`src/lpfs_pkg.sv`:
```
// Shared types and constants for the length-prefixed frame splitter.
// No dependencies; used by every module of the block.
`default_nettype none

package lpfs_pkg;

  localparam int unsigned HDR_BYTES       = 4;
  localparam int unsigned MAXLEN_W        = 17;
  localparam logic [MAXLEN_W-1:0] MAXLEN_RESET = 17'd65536;
  localparam int unsigned FRAME_LIMIT_DEF = 65536;
  localparam int unsigned QUEUE_DEPTH_DEF = 4;
  localparam logic [31:0] HEARTBEAT_WORD  = 32'hffff_ffff;

  typedef enum logic [1:0] {
    ERR_NONE    = 2'd0,
    ERR_LEN_BAD = 2'd1,
    ERR_LEN_BIG = 2'd2
  } err_e;

  // One queued command: n beats taken from the top bytes of data.
  typedef struct packed {
    logic [2:0]  n;     // beats to emit, 1..4
    logic [31:0] data;  // first beat in [31:24]
    logic        last;  // final beat closes a frame
    err_e        err;   // error report (single zero beat)
  } cmd_t;

endpackage

`default_nettype wire

```
`src/length_prefixed_frame_splitter_unit.sv`:
```
// Length-prefixed frame splitter: one stream byte per beat in, frame bytes out.
// Throughput: one input beat per cycle sustained while the queue has room; a header
//   completes as a burst of up to four output beats, absorbed by the command queue.
// Path: a beat goes through the command queue, then the back end's output register.
// Reset (rst_ni low, async): no header bytes held, no body pending, error cleared,
//   max_frame_len back to 65536, queue and output stage empty.
`default_nettype none

module length_prefixed_frame_splitter_unit #(
  parameter int unsigned FRAME_LIMIT = lpfs_pkg::FRAME_LIMIT_DEF,
  parameter int unsigned QUEUE_DEPTH = lpfs_pkg::QUEUE_DEPTH_DEF
) (
  input  wire logic                          clk_i,
  input  wire logic                          rst_ni,
  // max_frame_len register
  input  wire logic                          cfg_we_i,
  input  wire logic [lpfs_pkg::MAXLEN_W-1:0] cfg_wdata_i,
  // byte stream in
  input  wire logic                          s_axis_tvalid,
  output logic                               s_axis_tready,
  input  wire logic [7:0]                    s_axis_tdata,  // [7:0] stream_byte
  // frames out
  output logic                               m_axis_tvalid,
  input  wire logic                          m_axis_tready,
  output logic [7:0]                         m_axis_tdata,  // [7:0] frame_byte
  output logic                               m_axis_tlast,  // frame_last
  output logic [1:0]                         m_axis_tuser   // [1:0] error_code
);
  import lpfs_pkg::*;

  // Front -> queue -> back. Each input beat yields at most one command;
  // a command expands to one to four output beats in the back end.
  cmd_t push_cmd, head_cmd;
  logic push_valid, push_ready, head_valid, head_pop;

  lpfs_front #(
    .FRAME_LIMIT(FRAME_LIMIT)
  ) u_front (
    .clk_i       (clk_i),
    .rst_ni      (rst_ni),
    .cfg_we_i    (cfg_we_i),
    .cfg_wdata_i (cfg_wdata_i),
    .byte_valid_i(s_axis_tvalid),
    .byte_ready_o(s_axis_tready),
    .byte_i      (s_axis_tdata),
    .cmd_valid_o (push_valid),
    .cmd_o       (push_cmd),
    .cmd_ready_i (push_ready)
  );

  lpfs_queue #(
    .DEPTH(QUEUE_DEPTH)
  ) u_queue (
    .clk_i       (clk_i),
    .rst_ni      (rst_ni),
    .push_i      (push_valid),
    .push_data_i (push_cmd),
    .push_ready_o(push_ready),
    .pop_valid_o (head_valid),
    .pop_data_o  (head_cmd),
    .pop_i       (head_pop)
  );

  // Back end has its own output register, so a stalled sink does not
  // stop the front from taking bytes until the queue fills.
  lpfs_back u_back (
    .clk_i      (clk_i),
    .rst_ni     (rst_ni),
    .cmd_valid_i(head_valid),
    .cmd_i      (head_cmd),
    .cmd_pop_o  (head_pop),
    .out_valid_o(m_axis_tvalid),
    .out_ready_i(m_axis_tready),
    .out_byte_o (m_axis_tdata),
    .out_last_o (m_axis_tlast),
    .out_err_o  (m_axis_tuser)
  );

endmodule

`default_nettype wire

```
`src/lpfs_front.sv`:
```
// Front end: collects header bytes, classifies headers, tracks body bytes.
// Pushes beat groups into the command queue. Depends on lpfs_pkg.
`default_nettype none

module lpfs_front #(
  parameter int unsigned FRAME_LIMIT = lpfs_pkg::FRAME_LIMIT_DEF
) (
  input  wire logic                          clk_i,
  input  wire logic                          rst_ni,
  input  wire logic                          cfg_we_i,
  input  wire logic [lpfs_pkg::MAXLEN_W-1:0] cfg_wdata_i,
  input  wire logic                          byte_valid_i,
  output logic                               byte_ready_o,
  input  wire logic [7:0]                    byte_i,
  output logic                               cmd_valid_o,
  output lpfs_pkg::cmd_t                     cmd_o,
  input  wire logic                          cmd_ready_i
);
  import lpfs_pkg::*;

  // Largest length that can pass both checks, and the body counter it needs.
  localparam int unsigned LenMax = (1 << MAXLEN_W) - 1;
  localparam int unsigned LenCap = (FRAME_LIMIT < LenMax) ? FRAME_LIMIT : LenMax;
  localparam int unsigned BodyW  = ($clog2(LenCap - 3) > 0) ? $clog2(LenCap - 3) : 1;

  logic [MAXLEN_W-1:0] max_len_q;
  logic [31:0]         win_q, win_d;
  logic [2:0]          cnt_q, cnt_d;
  logic [BodyW-1:0]    body_q, body_d;
  logic                stuck_q, stuck_d;

  logic        accept;
  logic [31:0] win_next;
  logic [2:0]  cnt_next;

  assign byte_ready_o = cmd_ready_i;
  assign accept       = byte_valid_i & cmd_ready_i;
  assign win_next     = {win_q[23:0], byte_i};
  assign cnt_next     = cnt_q + 3'd1;

  always_comb begin
    win_d       = win_q;
    cnt_d       = cnt_q;
    body_d      = body_q;
    stuck_d     = stuck_q;
    cmd_valid_o = 1'b0;
    cmd_o       = '{n: 3'd1, data: 32'd0, last: 1'b0, err: ERR_NONE};
    if (accept && !stuck_q) begin
      if (body_q != '0) begin
        body_d      = body_q - BodyW'(1);
        cmd_valid_o = 1'b1;
        cmd_o.data  = {byte_i, 24'd0};
        cmd_o.last  = (body_q == BodyW'(1));
      end else begin
        win_d = win_next;
        cnt_d = cnt_next;
        if (cnt_next == 3'(HDR_BYTES)) begin
          if (win_next == HEARTBEAT_WORD) begin
            win_d = '0;
            cnt_d = '0;
          end else if (win_next == 32'd0 || win_next[31]) begin
            stuck_d     = 1'b1;
            cmd_valid_o = 1'b1;
            cmd_o.err   = ERR_LEN_BAD;
          end else if (win_next > {15'd0, max_len_q} || win_next > 32'(FRAME_LIMIT)) begin
            stuck_d     = 1'b1;
            cmd_valid_o = 1'b1;
            cmd_o.err   = ERR_LEN_BIG;
          end else begin
            cmd_valid_o = 1'b1;
            cmd_o.data  = win_next;
            if (win_next[31:2] == 30'd0) begin
              // short length: emit len bytes, the rest start the next header
              cmd_o.n    = {1'b0, win_next[1:0]};
              cmd_o.last = 1'b1;
              case (win_next[1:0])
                2'd1:    begin win_d = {8'd0, win_next[23:0]};  cnt_d = 3'd3; end
                2'd2:    begin win_d = {16'd0, win_next[15:0]}; cnt_d = 3'd2; end
                default: begin win_d = {24'd0, win_next[7:0]};  cnt_d = 3'd1; end
              endcase
            end else begin
              cmd_o.n    = 3'(HDR_BYTES);
              cmd_o.last = (win_next == 32'(HDR_BYTES));
              body_d     = BodyW'(win_next - 32'(HDR_BYTES));
              win_d      = '0;
              cnt_d      = '0;
            end
          end
        end
      end
    end
  end

  always_ff @(posedge clk_i or negedge rst_ni) begin
    if (!rst_ni) begin
      max_len_q <= MAXLEN_RESET;
      win_q     <= '0;
      cnt_q     <= '0;
      body_q    <= '0;
      stuck_q   <= 1'b0;
    end else begin
      if (cfg_we_i) begin
        max_len_q <= cfg_wdata_i;
      end
      win_q   <= win_d;
      cnt_q   <= cnt_d;
      body_q  <= body_d;
      stuck_q <= stuck_d;
    end
  end

  a_silent_when_stuck: assert property (@(posedge clk_i) disable iff (!rst_ni)
    stuck_q |-> !cmd_valid_o) else $error("push after sticky error");
  a_cnt_range: assert property (@(posedge clk_i) disable iff (!rst_ni)
    cnt_q <= 3'(HDR_BYTES)) else $error("header count out of range");
  a_cmd_shape: assert property (@(posedge clk_i) disable iff (!rst_ni)
    cmd_valid_o |-> (cmd_o.n != 3'd0 && cmd_o.n <= 3'(HDR_BYTES)))
    else $error("bad beat count in command");

endmodule

`default_nettype wire

```
`src/lpfs_queue.sv`:
```
// Short command queue between front and back end.
// Depends on lpfs_pkg for the command type.
`default_nettype none

module lpfs_queue #(
  parameter int unsigned DEPTH = lpfs_pkg::QUEUE_DEPTH_DEF
) (
  input  wire logic           clk_i,
  input  wire logic           rst_ni,
  input  wire logic           push_i,
  input  lpfs_pkg::cmd_t      push_data_i,
  output logic                push_ready_o,
  output logic                pop_valid_o,
  output lpfs_pkg::cmd_t      pop_data_o,
  input  wire logic           pop_i
);
  import lpfs_pkg::*;

  localparam int unsigned PtrW = (DEPTH > 1) ? $clog2(DEPTH) : 1;
  localparam int unsigned CntW = $clog2(DEPTH + 1);

  cmd_t            mem_q [DEPTH];
  logic [PtrW-1:0] wr_q, rd_q;
  logic [CntW-1:0] cnt_q;
  logic            do_push, do_pop;

  assign push_ready_o = (cnt_q != CntW'(DEPTH));
  assign pop_valid_o  = (cnt_q != '0);
  assign pop_data_o   = mem_q[rd_q];
  assign do_push      = push_i & push_ready_o;
  assign do_pop       = pop_i & pop_valid_o;

  always_ff @(posedge clk_i) begin
    if (do_push) begin
      mem_q[wr_q] <= push_data_i;
    end
  end

  always_ff @(posedge clk_i or negedge rst_ni) begin
    if (!rst_ni) begin
      wr_q  <= '0;
      rd_q  <= '0;
      cnt_q <= '0;
    end else begin
      if (do_push) begin
        wr_q <= (wr_q == PtrW'(DEPTH - 1)) ? '0 : wr_q + PtrW'(1);
      end
      if (do_pop) begin
        rd_q <= (rd_q == PtrW'(DEPTH - 1)) ? '0 : rd_q + PtrW'(1);
      end
      cnt_q <= cnt_q + CntW'(do_push) - CntW'(do_pop);
    end
  end

  a_no_overflow: assert property (@(posedge clk_i) disable iff (!rst_ni)
    push_i |-> push_ready_o) else $error("push into full queue");
  a_no_underflow: assert property (@(posedge clk_i) disable iff (!rst_ni)
    pop_i |-> pop_valid_o) else $error("pop from empty queue");
  a_cnt_bound: assert property (@(posedge clk_i) disable iff (!rst_ni)
    cnt_q <= CntW'(DEPTH)) else $error("queue count overrun");

endmodule

`default_nettype wire

```
`src/lpfs_back.sv`:
```
// Back end: expands queued commands into output beats through a
// registered output stage. Depends on lpfs_pkg.
`default_nettype none

module lpfs_back (
  input  wire logic      clk_i,
  input  wire logic      rst_ni,
  input  wire logic      cmd_valid_i,
  input  lpfs_pkg::cmd_t cmd_i,
  output logic           cmd_pop_o,
  output logic           out_valid_o,
  input  wire logic      out_ready_i,
  output logic [7:0]     out_byte_o,
  output logic           out_last_o,
  output logic [1:0]     out_err_o
);
  import lpfs_pkg::*;

  logic       valid_q;
  logic [7:0] byte_q;
  logic       last_q;
  logic [1:0] err_q;
  logic [1:0] idx_q;
  logic       load, final_beat;
  logic [7:0] sel_byte;

  assign load       = cmd_valid_i & (!valid_q | out_ready_i);
  assign final_beat = ({1'b0, idx_q} == cmd_i.n - 3'd1);
  assign cmd_pop_o  = load & final_beat;

  always_comb begin
    case (idx_q)
      2'd0:    sel_byte = cmd_i.data[31:24];
      2'd1:    sel_byte = cmd_i.data[23:16];
      2'd2:    sel_byte = cmd_i.data[15:8];
      default: sel_byte = cmd_i.data[7:0];
    endcase
  end

  always_ff @(posedge clk_i) begin
    if (load) begin
      byte_q <= sel_byte;
      last_q <= final_beat & cmd_i.last;
      err_q  <= cmd_i.err;
    end
  end

  always_ff @(posedge clk_i or negedge rst_ni) begin
    if (!rst_ni) begin
      valid_q <= 1'b0;
      idx_q   <= '0;
    end else begin
      if (load) begin
        valid_q <= 1'b1;
        idx_q   <= final_beat ? 2'd0 : idx_q + 2'd1;
      end else if (out_ready_i) begin
        valid_q <= 1'b0;
      end
    end
  end

  assign out_valid_o = valid_q;
  assign out_byte_o  = byte_q;
  assign out_last_o  = last_q;
  assign out_err_o   = err_q;

endmodule

`default_nettype wire

```
`config.mk`:
```
export PLATFORM = sky130hd
export DESIGN_NAME = length_prefixed_frame_splitter_unit
export DESIGN_NICKNAME = d
export VERILOG_FILES = /design/src/lpfs_pkg.sv /design/src/length_prefixed_frame_splitter_unit.sv /design/src/lpfs_front.sv /design/src/lpfs_queue.sv /design/src/lpfs_back.sv
export SDC_FILE = /design/constraint.sdc
export NUM_CORES = 1
export LEC_CHECK = 0
export BUFFER_PORTS_ARGS = -buffer_cell sky130_fd_sc_hd__buf_2
export CAP_MARGIN = 30
export CORE_MARGIN = 4
export CORE_UTILIZATION = 50
export CTS_CLUSTER_SIZE = 28
export DETAILED_ROUTE_END_ITERATION = 10
export GPL_ROUTABILITY_DRIVEN = 0
export PLACE_DENSITY = 0.67
export SKIP_LAST_GASP = 1
export SLEW_MARGIN = 20
export SYNTH_ARGS = -nofsm -noshare
export SYNTH_HDL_FRONTEND = slang
export SYNTH_SLANG_ARGS = --single-unit
export TNS_END_PERCENT = 20
```
`constraint.sdc`:
```
create_clock -name clk_i -period 8.7 [get_ports clk_i]
set_input_delay 1.74 -clock clk_i [delete_from_list [all_inputs] [get_ports clk_i]]
set_output_delay 1.74 -clock clk_i [all_outputs]
set_load 0.1 [all_outputs]
```
Word-level counts from Yosys, hierarchy flattened. Memory sizes are Yosys's and may differ from the RTL's. Index checks and enable logic that the tools add are counted.

Add/subtract/negate cells: 9. Order comparisons: 2. Equal/unequal tests: 16. Multiplexer cells: 44. Bitwise operators: 9. Reduce and logical (&&, ||, !) cells: 16.

Operators by type and width (count): $mux 24 (5); $mux 38 (3); $mux 16 (6); $mux 36 (2); $pmux 24 s2 (1); $mux 33 (1); $eq 32x3->1 const B (1); $eq 32x32->1 const B (1); $gt 32x17->1 (1); $gt 32x17->1 const B (1); $logic_not 32->1 (1); $logic_not 30->1 (1); $pmux 8 s3 (1); $mux 3 (7); $eq 16x1->1 const B (1); $reduce_bool 16->1 (1); $sub 16x1->16 const B (1); $sub 16x3->16 const B (1); $mux 2 (6); $mux 1 (11); $eq 2x2->1 const B (4); $ne 2x1->1 const B (4); $add 2x1->2 const B (3); $and 1x1->1 (6); 20 further kinds (26).

Bits in registers: 82. Memory bits (writable): 152. Bits of input ports: 30. Output and inout port bits: 13. Word-level logic and storage cells: 110. Memories kept: 1.

Memories: u_queue.mem_q (words 4, bits a word 38, rd ports 1, clocked after memory_dff 0, write ports 1, line lpfs_queue.sv:22) `cmd_t mem_q [DEPTH];`.

Depth between registers and ports, before layout. Gate-level depths: netlist (run 1).

Word-level depth: 8. Gate-level depth with buffers: 17. Depth with buffers taken out: 14.

Cells and area by module. From an unflattened synthesis (run 1), not the netlist that was laid out.

Cell total of the unflattened synthesis: 787. Area total of the unflattened synthesis: 10983.0 um^2.

By module, submodules not included: lpfs_queue (times used 1, cells an instance 237, area an instance 5919.4 um^2, seq. area each 4739.5 um^2); lpfs_front (times used 1, cells an instance 486, area an instance 4272.8 um^2, seq. area each 1527.7 um^2); lpfs_back (times used 1, cells an instance 64, area an instance 790.8 um^2, seq. area each 405.4 um^2).

Worst setup path before layout (run 1). Ideal clock, no wire load.

Path type: in2reg. Start point: input m_axis_tready. End point: register u_queue.cnt_q[2]. Arrival: 3941 ps. Required time: 8577 ps. Setup slack: 4636 ps. Stages: 11. Path buffers: 0. Path through: inv_1 > a21oi_1 > nand2_1 > inv_1 > ha_1 > inv_1 > ha_1 > inv_1 > fa_1 > xnor2_1 > xnor2_1.

Cells in the longest elaborated chain, start to end: 5.

RTL lines: start, declared (line length_prefixed_frame_splitter_unit.sv:24) `input wire logic m_axis_tready,`; $or 1x1->1 (line lpfs_back.sv:27) `assign load = cmd_valid_i & (!valid_q | out_ready_i);`; $and 1x1->1 (line lpfs_back.sv:27); named net u_back.load (line lpfs_back.sv:24) `logic load, final_beat;`; $and 1x1->1 (line lpfs_back.sv:29) `assign cmd_pop_o = load & final_beat;`; $and 1x1->1 (line lpfs_queue.sv:31) `assign do_pop = pop_i & pop_valid_o;`; named net u_queue.do_pop (line lpfs_queue.sv:25) `logic do_push, do_pop;`; $sub 3x1->3 (line lpfs_queue.sv:51) `cnt_q <= cnt_q + CntW'(do_push) - CntW'(do_pop);`; end signal, assigned (line lpfs_queue.sv:51); end, declared (line lpfs_queue.sv:24) `logic [CntW-1:0] cnt_q;`.

The timed path passes the listed nets, and every way through them passes these cells. A chain may end at the register's enable or synchronous reset.

==> impl_results.rst, run 1 <==
.. list-table::
   :header-rows: 1

   * - Metric
     - Value
   * - Share of Yosys cell area claimed by the top area cell type
     - 46.0%
   * - Synthesized flop and latch total
     - 234
   * - Max frequency
     - 0.231 GHz
   * - First-pass GRT wire length
     - 37,700 um
   * - Total clock buffers created by CTS
     - 25
   * - Unrepaired setup endpoints after global routing
     - no
   * - Share of layout cells above drive strength 1
     - 17.4%
   * - End of the worst hold path
     - u_front.cnt_q[2]
   * - Worst voltage drop across the vdd grid
     - 0.168 mV
   * - Port Buffer Count
     - 42
   * - Peak per-stage delay on the critical path
     - 730 ps
   * - Final count of negative-setup-slack endpoints
     - 0
   * - Number of global-route vias before repair
     - 6,840
   * - Number of vias after detailed routing
     - 6,655
   * - Worst hold path type
     - reg2reg
   * - Final routed wire length divided by cell count
     - 20.9 um
   * - Io pins
     - 43
   * - Antenna violations before repair
     - 0
   * - Grt total ovfl
     - 0
   * - Avg Cell Area, Syn
     - 14.0 um^2
   * - Clock transition at the registers of the reported paths
     - 60 ps
   * - Drc violations
     - 0
   * - Hold-fix buffer count after cts
     - 0
   * - Cell area after synthesis
     - 0.0106 mm^2
   * - Total clock sinks
     - 234
   * - Combined global-route utilization of all metal layers
     - 20.0%
   * - Setup slack after placement
     - 3890 ps
   * - Die X
     - 154 um
   * - Source-to-sink clock delay at the later pin of the worst-skew pair
     - 510 ps
   * - Number of nets with antenna violations after detailed routing
     - 0
   * - DR pass1 iterations
     - 5
   * - Static leakage
     - 4.67 nW
   * - Inserted Diodes
     - 0
   * - Crit start category
     - input port
   * - CP Max Fanout
     - 14
   * - Number of buffers between clock root and the deepest sink
     - 3
   * - Kind of cell adding the most delay to the critical path
     - simple AND/OR/NAND/NOR gates
   * - Min Clock Period, post-route
     - 4330 ps
   * - Hold Worst Slack
     - 482 ps
   * - Ordered list of cells on the worst path
     - buf_2, ha_1, a21oi_1, o21ai_0, a41o_1, o31ai_4, nand2_2, nor2_1, nand2_1
   * - Area contributors post-synth
     - sky130_fd_sc_hd__edfxtp_1, sky130_fd_sc_hd__dfrtp_1, sky130_fd_sc_hd__mux4_2
   * - CTS H-tree lvls
     - 1
   * - Setup repair bufs after CTS
     - 0
   * - Most used DFF post-synth
     - sky130_fd_sc_hd__edfxtp_1
   * - Data arrival time of the worst path
     - 4500 ps
   * - Required time reported for the critical path endpoint
     - 8880 ps
   * - Multi-input gate area
     - 0.00377 mm^2
   * - Tightest slew margin relative to the limit
     - 35.8%
   * - Transition time of the tightest slew-check pin
     - 963 ps
   * - HPWL reported at the end of detailed placement
     - 16,000 um
   * - Total number of yosys warnings
     - 0
   * - Hold Path Depth
     - 2
   * - Fill cell instance count of the final layout
     - 1,670
   * - TritonCTS clock tree
     - yes
   * - Max-cap viol count
     - 0
   * - Area taken by flip-flops and latches
     - 0.00667 mm^2
   * - Post-synth top area cell
     - sky130_fd_sc_hd__edfxtp_1
   * - Nets
     - 908
   * - Gate Count Post-Synth
     - 760
   * - Most used standard cells in the synthesized netlist
     - sky130_fd_sc_hd__edfxtp_1, sky130_fd_sc_hd__dfrtp_1, sky130_fd_sc_hd__nand2_1, sky130_fd_sc_hd__o21ai_0, sky130_fd_sc_hd__inv_1
   * - Sequential share of the synthesized area
     - 62.8%
   * - Cell chosen for the clock root
     - sky130_fd_sc_hd__clkbuf_16
   * - Worst R2R Setup Slack
     - 4570 ps
   * - Core area
     - 0.0210 mm^2
   * - Crit Path Category
     - in2reg
   * - Number of failing hold endpoints at the final stage
     - 0
   * - Slowest library cell on the worst path
     - sky130_fd_sc_hd__nor2_1
   * - PostCTS Resize Cnt
     - 0
   * - Outcome
     - completed
   * - Iteration-0 DRC Markers
     - 586
   * - R2r worst-path depth
     - 15
   * - Final routed wirelength across all metal layers
     - 23,500 um
   * - Initial Util
     - 50.7%
   * - Count of buffer and inverter cells on the critical path
     - 1
   * - Kind of capture point of the worst setup path
     - flop
   * - Unique cell type count in the Yosys netlist
     - 70
   * - P&R area growth vs syn
     - 14.0%
   * - Number of flops mapped to enable cells by yosys
     - 163
   * - Die height
     - 154 um
   * - Post-DR vias/cell
     - 5.91
   * - Setup tns final
     - 0 ps
   * - Power Dens Cells
     - 326 mW/mm^2
   * - Worst clock skew
     - 12.7 ps
   * - Floorplan die area
     - 0.0237 mm^2
   * - Worst r2r src
     - u_queue.rd_q[0]
   * - Period Utilization, post-route
     - 49.7%
   * - Post-route setup slack
     - 4370 ps
   * - Asr flop ratio synth
     - 30.3%
   * - Std cell rows
     - 53
   * - Final slew viol count
     - 0
   * - Launch point of the worst hold path
     - u_front.cnt_q[2]
   * - Worst reg2reg path endpoint
     - u_queue.cnt_q[2]
   * - Dominant cell by count in the synthesized netlist
     - sky130_fd_sc_hd__edfxtp_1
   * - Maximum number of pins on one net before global-route repair
     - 72
worst max-delay path by stage:
stage	cells past startpoint	endpoint	from	slack [ps]
global route	15	u_queue.cnt_q[2]	u_queue.rd_q[0]	4160
finish	9	u_queue.mem_q[2][35]	s_axis_tdata[7]	4370
floorplan	11	u_queue.cnt_q[2]	m_axis_tready	4640
CTS	9	u_queue.mem_q[0][35]	s_axis_tdata[7]	4390
global placement	9	u_queue.mem_q[0][35]	s_axis_tdata[7]	4000
detailed placement	9	u_queue.mem_q[1][35]	s_axis_tdata[7]	3890
layer usage:
metal | routed length, um | vias to the layer above | GRT usage, % | share of wire, %
li1 | - | 3016 | - | -
met1 | 9690 | 3333 | 27.8 | 41
met2 | 11500 | 254 | 33.5 | 49
met3 | 1730 | 52 | 2.84 | 7.4
met4 | 592 | 0 | 5.51 | 2.5
met5 | 0 | - | 0 | 0
logic make-up after synthesis:
family,Yosys count,synth area share (%)
compound gates,148,9.60
xor+xnor,16,1.32
fa+ha+maj,42,5.01
buf+inv,72,2.73
flops,234,62.8
mux,40,8.30
other cells,1,0.0353
simple gates,207,10.2
sequential cells by signal, indices dropped and copies added (netlist names):
| register | flops |
|---|---|
| u_queue.mem_q | 152 |
| u_front.win_q | 24 |
| u_front.max_len_q | 17 |
| u_front.body_q | 16 |
| u_back.out_byte_o | 8 |
| u_front.cnt_q | 3 |
| u_queue.cnt_q | 3 |
| u_back.idx_q | 2 |
| u_back.out_err_o | 2 |
| u_queue.rd_q | 2 |
| u_queue.wr_q | 2 |
| u_back.out_last_o | 1 |
| u_back.out_valid_o | 1 |
| u_front.stuck_q | 1 |
tightest hold or removal path, cell delays in order (launching register included):
cell                      delay [ps]
sky130_fd_sc_hd__dfrtp_1         340
sky130_fd_sc_hd__nand2_1          50
sky130_fd_sc_hd__o31ai_1          50
power breakdown:
| part | switching, W | total [W] | internal, W |
|---|---|---|---|
| sequential | 0.000182 | 0.00166 | 0.00148 |
| clock | 0.000397 | 0.00100 | 0.000608 |
| combinational | 0.000824 | 0.00129 | 0.000462 |
| total | 0.00140 | 0.00395 | 0.00255 |
area by class of cell:
| type | instances | area share, % |
|---|---|---|
| timing repair buffer | 52 | 3.24 |
| clock buffer | 28 | 5.26 |
| tap | 275 | 2.84 |
| clock inverter | 14 | 1.13 |
| multi-input combinational | 481 | 31.1 |
| sequential | 234 | 55.1 |
| inverter | 42 | 1.30 |
through the flow:
| step | util (%) | power (W) | instance area [um^2] | cells |
|---|---|---|---|---|
| final | 57.8 | 0.00395 | 12100 | 1126 |
| after global routing | 57.8 | 0.00416 | 12100 | 1126 |
| after CTS | 57.6 | 0.00398 | 12100 | 1124 |
| after detailed placement | 53.9 | 0.00298 | 11300 | 1082 |
| after global placement | 53.4 | 0.00290 | 11200 | 1078 |
| after floorplan | - | 0.00259 | 10700 | 787 |
placed cells by master (no fill, tap or decap), drive strengths merged, types with 4 or more instances in the layout:
master  instances
a21o            5
a21oi          32
a222oi          8
a22o           18
a22oi           4
a31oi           5
and2           27
buf            52
clkbuf         28
clkinv         11
conb           28
dfrtp          70
edfxtp        163
ha             41
inv            42
mux4           38
nand2          70
nand3           7
nand4          13
nor2           35
nor3           22
nor4           14
o21ai          43
o31ai           6
or3             6
xnor2          11
xor2            5
Note: power is estimated with default switching activity, not from simulation.
==> run 2: changes to the inputs <==
clock period = 4.1 ns   (was 8.7 ns; I/O delays follow)
==> run 2 against run 1 <==
Clock-buffer cell count grew 5. Sequential cell count stayed put. Clock skew increased by 0.95 ps. Sequential share of layout area increased by 0.051 points. Largest cell class unchanged. First-iteration DRC count up 6.1%. Cell count up 0.62%. Worst hold slack worse by 220 ps. Highest routed layer unchanged. Total power is 110% higher. Non-clock buffer count up 6. Critical endpoint is now u_front.body_q[10].
==> impl_results.rst, run 2 (synthesis results as in run 1) <==
.. list-table::
   :header-rows: 1

   * - Metric
     - Value
   * - Outcome
     - completed
   * - Number of vias after detailed routing
     - 6,756
   * - Die X
     - 154 um
   * - Number of buffers between clock root and the deepest sink
     - 3
   * - Routed met3 length
     - 1790 um
   * - Most used cells in the layout excluding fill and tap cells
     - sky130_fd_sc_hd__edfxtp_1, sky130_fd_sc_hd__dfrtp_1, sky130_fd_sc_hd__nand2_1
   * - DR pass1 iterations
     - 5
   * - Hold-fix buffer count after cts
     - 0
   * - Final count of negative-setup-slack endpoints
     - 0
   * - Antenna violations before repair
     - 0
   * - R2r worst-path depth
     - 8
   * - Iteration-0 DRC Markers
     - 622
   * - CP Max Fanout
     - 16
   * - Setup repair bufs after CTS
     - 0
   * - Crit Path Category
     - reg2reg
   * - Max frequency
     - 0.305 GHz
   * - Worst R2R Setup Slack
     - 820 ps
   * - Routed met2 length
     - 11,200 um
   * - Combined global-route utilization of all metal layers
     - 20.0%
   * - Number of failing hold endpoints at the final stage
     - 0
   * - Flip-flop count of the largest register, all copies and words added
     - 152
   * - Data arrival time of the worst path
     - 3670 ps
   * - Worst hold path type
     - in2async
   * - Port Buffer Count
     - 42
   * - Number of nets with antenna violations after detailed routing
     - 0
   * - Floorplan die area
     - 0.0237 mm^2
   * - Area post-placement
     - 0.0113 mm^2
   * - Initial Util
     - 50.7%
   * - Share of layout cells above drive strength 1
     - 18.1%
   * - Maximum number of pins on one net before global-route repair
     - 72
   * - Hold Worst Slack
     - 261 ps
   * - Io pins
     - 43
   * - Number of global-route vias before repair
     - 6,858
   * - Largest registers in the final layout
     - u_queue.mem_q (152), u_front.win_q (24), u_front.max_len_q (17)
   * - Setup tns final
     - 0 ps
   * - Period Utilization, post-route
     - 80.0%
   * - Cell chosen for the clock root
     - sky130_fd_sc_hd__clkbuf_16
   * - Final routed wire length divided by cell count
     - 20.6 um
   * - Nets
     - 913
   * - Register with the most flip-flops
     - u_queue.mem_q
   * - Non-Filler Cell Area, Final
     - 0.0121 mm^2
   * - Transition time of the tightest slew-check pin
     - 842 ps
   * - HPWL reported at the end of detailed placement
     - 15,400 um
   * - First-pass GRT wire length
     - 37,800 um
   * - Leading cell type in the layout, fill and taps excluded
     - sky130_fd_sc_hd__edfxtp_1
   * - Met1 Routed Length
     - 9810 um
   * - Crit start category
     - flop
   * - Kind of capture point of the worst setup path
     - flop
   * - Clock transition at the registers of the reported paths
     - 60 ps
   * - Required time reported for the critical path endpoint
     - 4490 ps
   * - Final routed wirelength across all metal layers
     - 23,300 um
   * - Die height
     - 154 um
   * - Grt total ovfl
     - 0
   * - Worst voltage drop across the vdd grid
     - 0.445 mV
   * - PostCTS Resize Cnt
     - 0
   * - Static leakage
     - 4.69 nW
   * - Total clock buffers created by CTS
     - 24
   * - Max-cap viol count
     - 0
   * - Core area
     - 0.0210 mm^2
   * - Power Dens Cells
     - 694 mW/mm^2
   * - Source-to-sink clock delay at the later pin of the worst-skew pair
     - 510 ps
   * - Unrepaired setup endpoints after global routing
     - no
   * - Highest metal layer with signal wires
     - met4
   * - Std cell rows
     - 53
   * - Min Clock Period, post-route
     - 3280 ps
   * - Final slew viol count
     - 0
   * - Tightest slew margin relative to the limit
     - 43.6%
   * - Inserted Diodes
     - 0
   * - TritonCTS clock tree
     - yes
   * - P&R area growth vs syn
     - 13.9%
   * - Drc violations
     - 0
   * - Worst clock skew
     - 13.6 ps
   * - Total clock sinks
     - 234
   * - Post-DR vias/cell
     - 5.96
   * - CTS H-tree lvls
     - 1
[run 2: changes by cell type in the layout (fill, tap and decap cells not counted), sizes merged]
cell | before | now
clkinv | 11 | 7
buf | 52 | 58
clkbuf | 28 | 33
[run 2: metrics by stage]
stage	instances	utilization, %	power, W	setup WS [ps]
after floorplan	787	-	0.00550	205
after global placement	1089	53.8	0.00616	629
after detailed placement	1089	53.8	0.00624	615
after CTS	1132	57.6	0.00847	801
after global routing	1133	57.8	0.00887	516
final	1133	57.8	0.00840	819
[run 2: worst paths after layout]
check | startpoint | to
max reg2reg | u_front.win_q[6] | u_front.body_q[10]
max in group asynchronous | rst_ni | u_front.max_len_q[16]
min in group clk_i | u_queue.cnt_q[2] | u_queue.cnt_q[2]
min reg2reg | u_queue.cnt_q[2] | u_queue.cnt_q[2]
min | rst_ni | u_queue.cnt_q[1]
max | u_front.win_q[6] | u_front.body_q[10]
[run 2: final cells by class]
| type | count | area [um^2] |
|---|---|---|
| fillers | 1686 | 8850 |
| flip-flops and latches | 234 | 6670 |
| multi-input cells | 481 | 3770 |
| clock buffers | 33 | 686 |
| repair buffers | 58 | 350 |
| well taps | 275 | 344 |
| inverters | 42 | 158 |
| clock inverters | 10 | 119 |
[run 2: critical path: stages, from the launching register on]
cell and delay (ps):
sky130_fd_sc_hd__dfrtp_1 620, sky130_fd_sc_hd__ha_1 340, sky130_fd_sc_hd__and4_1 250, sky130_fd_sc_hd__a211oi_1 230, sky130_fd_sc_hd__o21ai_0 200, sky130_fd_sc_hd__o31ai_4 560
sky130_fd_sc_hd__a31oi_4 350, sky130_fd_sc_hd__nor4_2 290, sky130_fd_sc_hd__mux2_4 330
[run 2: routing by layer]
metal | up-vias | GRT usage (%)
met5 | - | 0
met2 | 279 | 32.6
li1 | 3044 | -
met4 | 0 | 5.26
met3 | 43 | 3.55
met1 | 3390 | 28.4
[run 2: power by group]
group	switching (W)	internal, W
Clock	0.000854	0.00135
Combinational	0.00176	0.000948
Sequential	0.000356	0.00314
==> run 3: changes to the inputs <==
clock period = 3.3 ns   (was 4.1 ns; I/O delays follow)
==> run 3 against run 2 <==
Cell area is 1.9% higher. Register-to-register slack worse by 610 ps. Die area stayed put. Clock-buffer cell count is 2 lower. Routed wire length is 1.9% higher. Total power is 27% higher. Critical endpoint is now u_queue.cnt_q[2]. Clock power is 26% higher. Core utilization is 1.1 points higher. Sequential cell count stayed put. Combinational power is 32% higher. Via count is 0.65% higher.
==> impl_results.rst, run 3 (synthesis results as in run 1) <==
.. list-table::
   :header-rows: 1

   * - Metric
     - Value
   * - Peak per-stage delay on the critical path
     - 530 ps
   * - Busiest layer in global routing
     - met2
   * - Io pins
     - 43
   * - Worst clock skew
     - 9.64 ps
   * - Post-DR vias/cell
     - 5.88
   * - Crit start category
     - flop
   * - Iteration-0 DRC Markers
     - 568
   * - DR pass1 iterations
     - 5
   * - Worst voltage drop across the vdd grid
     - 0.434 mV
   * - Met1 Use GR
     - 28.2%
   * - Static leakage
     - 4.79 nW
   * - Die height
     - 154 um
   * - Crit Path Category
     - reg2reg
   * - Combined global-route utilization of all metal layers
     - 20.4%
   * - Source-to-sink clock delay at the later pin of the worst-skew pair
     - 530 ps
   * - Final slew viol count
     - 0
   * - Final routed wire length divided by cell count
     - 20.6 um
   * - CP Max Fanout
     - 5
   * - Worst R2R Setup Slack
     - 210 ps
   * - Combinational cell fraction of total power
     - 33.6%
   * - Cell-internal power
     - 0.00682 W
   * - Number of buffers between clock root and the deepest sink
     - 3
   * - Required time reported for the critical path endpoint
     - 3750 ps
   * - Final count of negative-setup-slack endpoints
     - 0
   * - Period Utilization, post-route
     - 93.5%
   * - Transition time of the tightest slew-check pin
     - 688 ps
   * - Max-cap viol count
     - 0
   * - Slowest library cell on the worst path
     - sky130_fd_sc_hd__mux4_2
   * - Worst hold path type
     - in2reg
   * - Antenna violations before repair
     - 0
   * - Total clock sinks
     - 234
   * - Outcome
     - completed
   * - Ordered list of cells on the worst path
     - mux4_2, inv_1, ha_1, xnor2_1, nor3_2, nand2_2, inv_2, ha_1, inv_1, ha_1, inv_1, fa_1, xnor2_1, xnor2_1
   * - Relative contribution of sequential cells to total power
     - 40.3%
   * - Switching share of power
     - 35.9%
   * - P&R area growth vs syn
     - 16.1%
   * - Initial Util
     - 50.7%
   * - Number of global-route vias before repair
     - 6,966
   * - Unrepaired setup endpoints after global routing
     - no
   * - Post-layout utilization of the core
     - 58.9%
   * - Met3 demand-to-capacity share in global routing
     - 3.52%
   * - Port Buffer Count
     - 42
   * - Kind of cell adding the most delay to the critical path
     - adder cells
   * - Flip-flop count of the largest register, all copies and words added
     - 152
   * - Total clock buffers created by CTS
     - 26
   * - Min Clock Period, post-route
     - 3090 ps
   * - TritonCTS clock tree
     - yes
   * - Maximum number of pins on one net before global-route repair
     - 39
   * - HPWL reported at the end of detailed placement
     - 16,200 um
   * - First-pass GRT wire length
     - 38,400 um
   * - Number of vias after detailed routing
     - 6,800
   * - Clock transition at the registers of the reported paths
     - 60 ps
   * - Core area
     - 0.0210 mm^2
   * - Floorplan die area
     - 0.0237 mm^2
   * - Post-route setup slack
     - 214 ps
   * - Std cell rows
     - 53
   * - Register with the most flip-flops
     - u_queue.mem_q
   * - Fraction of power consumed by the clock network
     - 26.1%
   * - CTS H-tree lvls
     - 1
   * - Dpl cells
     - 1,104
   * - Cell chosen for the clock root
     - sky130_fd_sc_hd__clkbuf_16
   * - Kind of capture point of the worst setup path
     - flop
   * - Most used cells in the layout excluding fill and tap cells
     - sky130_fd_sc_hd__edfxtp_1, sky130_fd_sc_hd__dfrtp_1, sky130_fd_sc_hd__nand2_1
   * - Number of failing hold endpoints at the final stage
     - 0
   * - Tightest slew margin relative to the limit
     - 54.1%
   * - Setup tns final
     - 0 ps
   * - Max frequency
     - 0.324 GHz
   * - Drc violations
     - 0
   * - Met2 track demand over resource
     - 33.7%
   * - Number of nets with antenna violations after detailed routing
     - 0
   * - Post-route non-filler standard cell count
     - 1,156
   * - Data arrival time of the worst path
     - 3540 ps
   * - Switching power
     - 0.00382 W
   * - Final routed wirelength across all metal layers
     - 23,800 um
   * - Die X
     - 154 um
   * - Share of layout cells above drive strength 1
     - 20.7%
   * - Inserted Diodes
     - 0
   * - Leading cell type in the layout, fill and taps excluded
     - sky130_fd_sc_hd__edfxtp_1
   * - Count of buffer and inverter cells on the critical path
     - 4
   * - Grt total ovfl
     - 0
   * - Power Dens Cells
     - 862 mW/mm^2
   * - Setup slack after placement
     - 152 ps
   * - Hold Worst Slack
     - 334 ps
   * - Largest registers in the final layout
     - u_queue.mem_q (152), u_front.win_q (24), u_front.max_len_q (17)
   * - Nets
     - 933
-- run 3: cell types whose count changed in the layout (fill, tap and decap cells not counted), moves of 2 or more --
cell,before,now
sky130_fd_sc_hd__buf_12,0,6
sky130_fd_sc_hd__clkinvlp_4,0,4
sky130_fd_sc_hd__buf_4,15,27
sky130_fd_sc_hd__clkinv_2,2,5
sky130_fd_sc_hd__clkbuf_8,3,1
-- run 3: metal layers --
layer,up-vias,wire length (um)
li1,3085,-
met1,3417,9860
met2,239,11800
met3,59,1450
met4,0,680
met5,-,0
-- run 3: per-stage QoR --
stage | total power [W] | instance area [um^2]
floorplan | 0.00687 | 10800
CTS | 0.0107 | 12300
detailed placement | 0.00789 | 11500
global placement | 0.00779 | 11500
global route | 0.0112 | 12300
finish | 0.0106 | 12300
-- run 3: area by class of cell --
class                      instances  area [um^2]
clock buffer                      31          679
clock inverter                    17          158
fill                            1671         8620
inverter                          42          158
multi-input combinational        481         3780
sequential                       234         6670
tap                              275          344
timing repair buffer              76          543
-- run 3: worst paths after layout --
kind | from | endpoint | cells after the start
worst max-delay path | u_queue.rd_q[0] | u_queue.cnt_q[2] | 14
worst min-delay path | cfg_wdata_i[7] | u_front.max_len_q[7] | 3
worst max register to register | u_queue.rd_q[0] | u_queue.cnt_q[2] | 14
worst min register to register | u_front.cnt_q[2] | u_front.cnt_q[2] | 2
max in group asynchronous | rst_ni | u_front.body_q[9] | 4
min in group asynchronous | rst_ni | u_back.idx_q[1] | 2
-- run 3: tightest hold or removal path: cells and delay by family --
kind,cells,cell delay (ps)
buffers and inverters,1,70
AOI/OAI and AO/OA,1,60
and+or+nand+nor,1,30
-- run 3: power by group through the flow --
stage	Sequential [W]	Clock (W)	Combinational (W)
floorplan	0.00472	0	0.00215
global placement	0.00430	0	0.00349
detailed placement	0.00435	0	0.00355
CTS	0.00429	0.00284	0.00356
global route	0.00435	0.00297	0.00389
finish	0.00429	0.00278	0.00357
-- run 3: what timing repair did --
action                                  4_1_cts  5_1_grt
hold buffers                                  0        1
endpoints found under the setup margin        0        1
gates resized for setup                       0        2
buffers inserted                              0        2
endpoints found under the hold margin         0        5
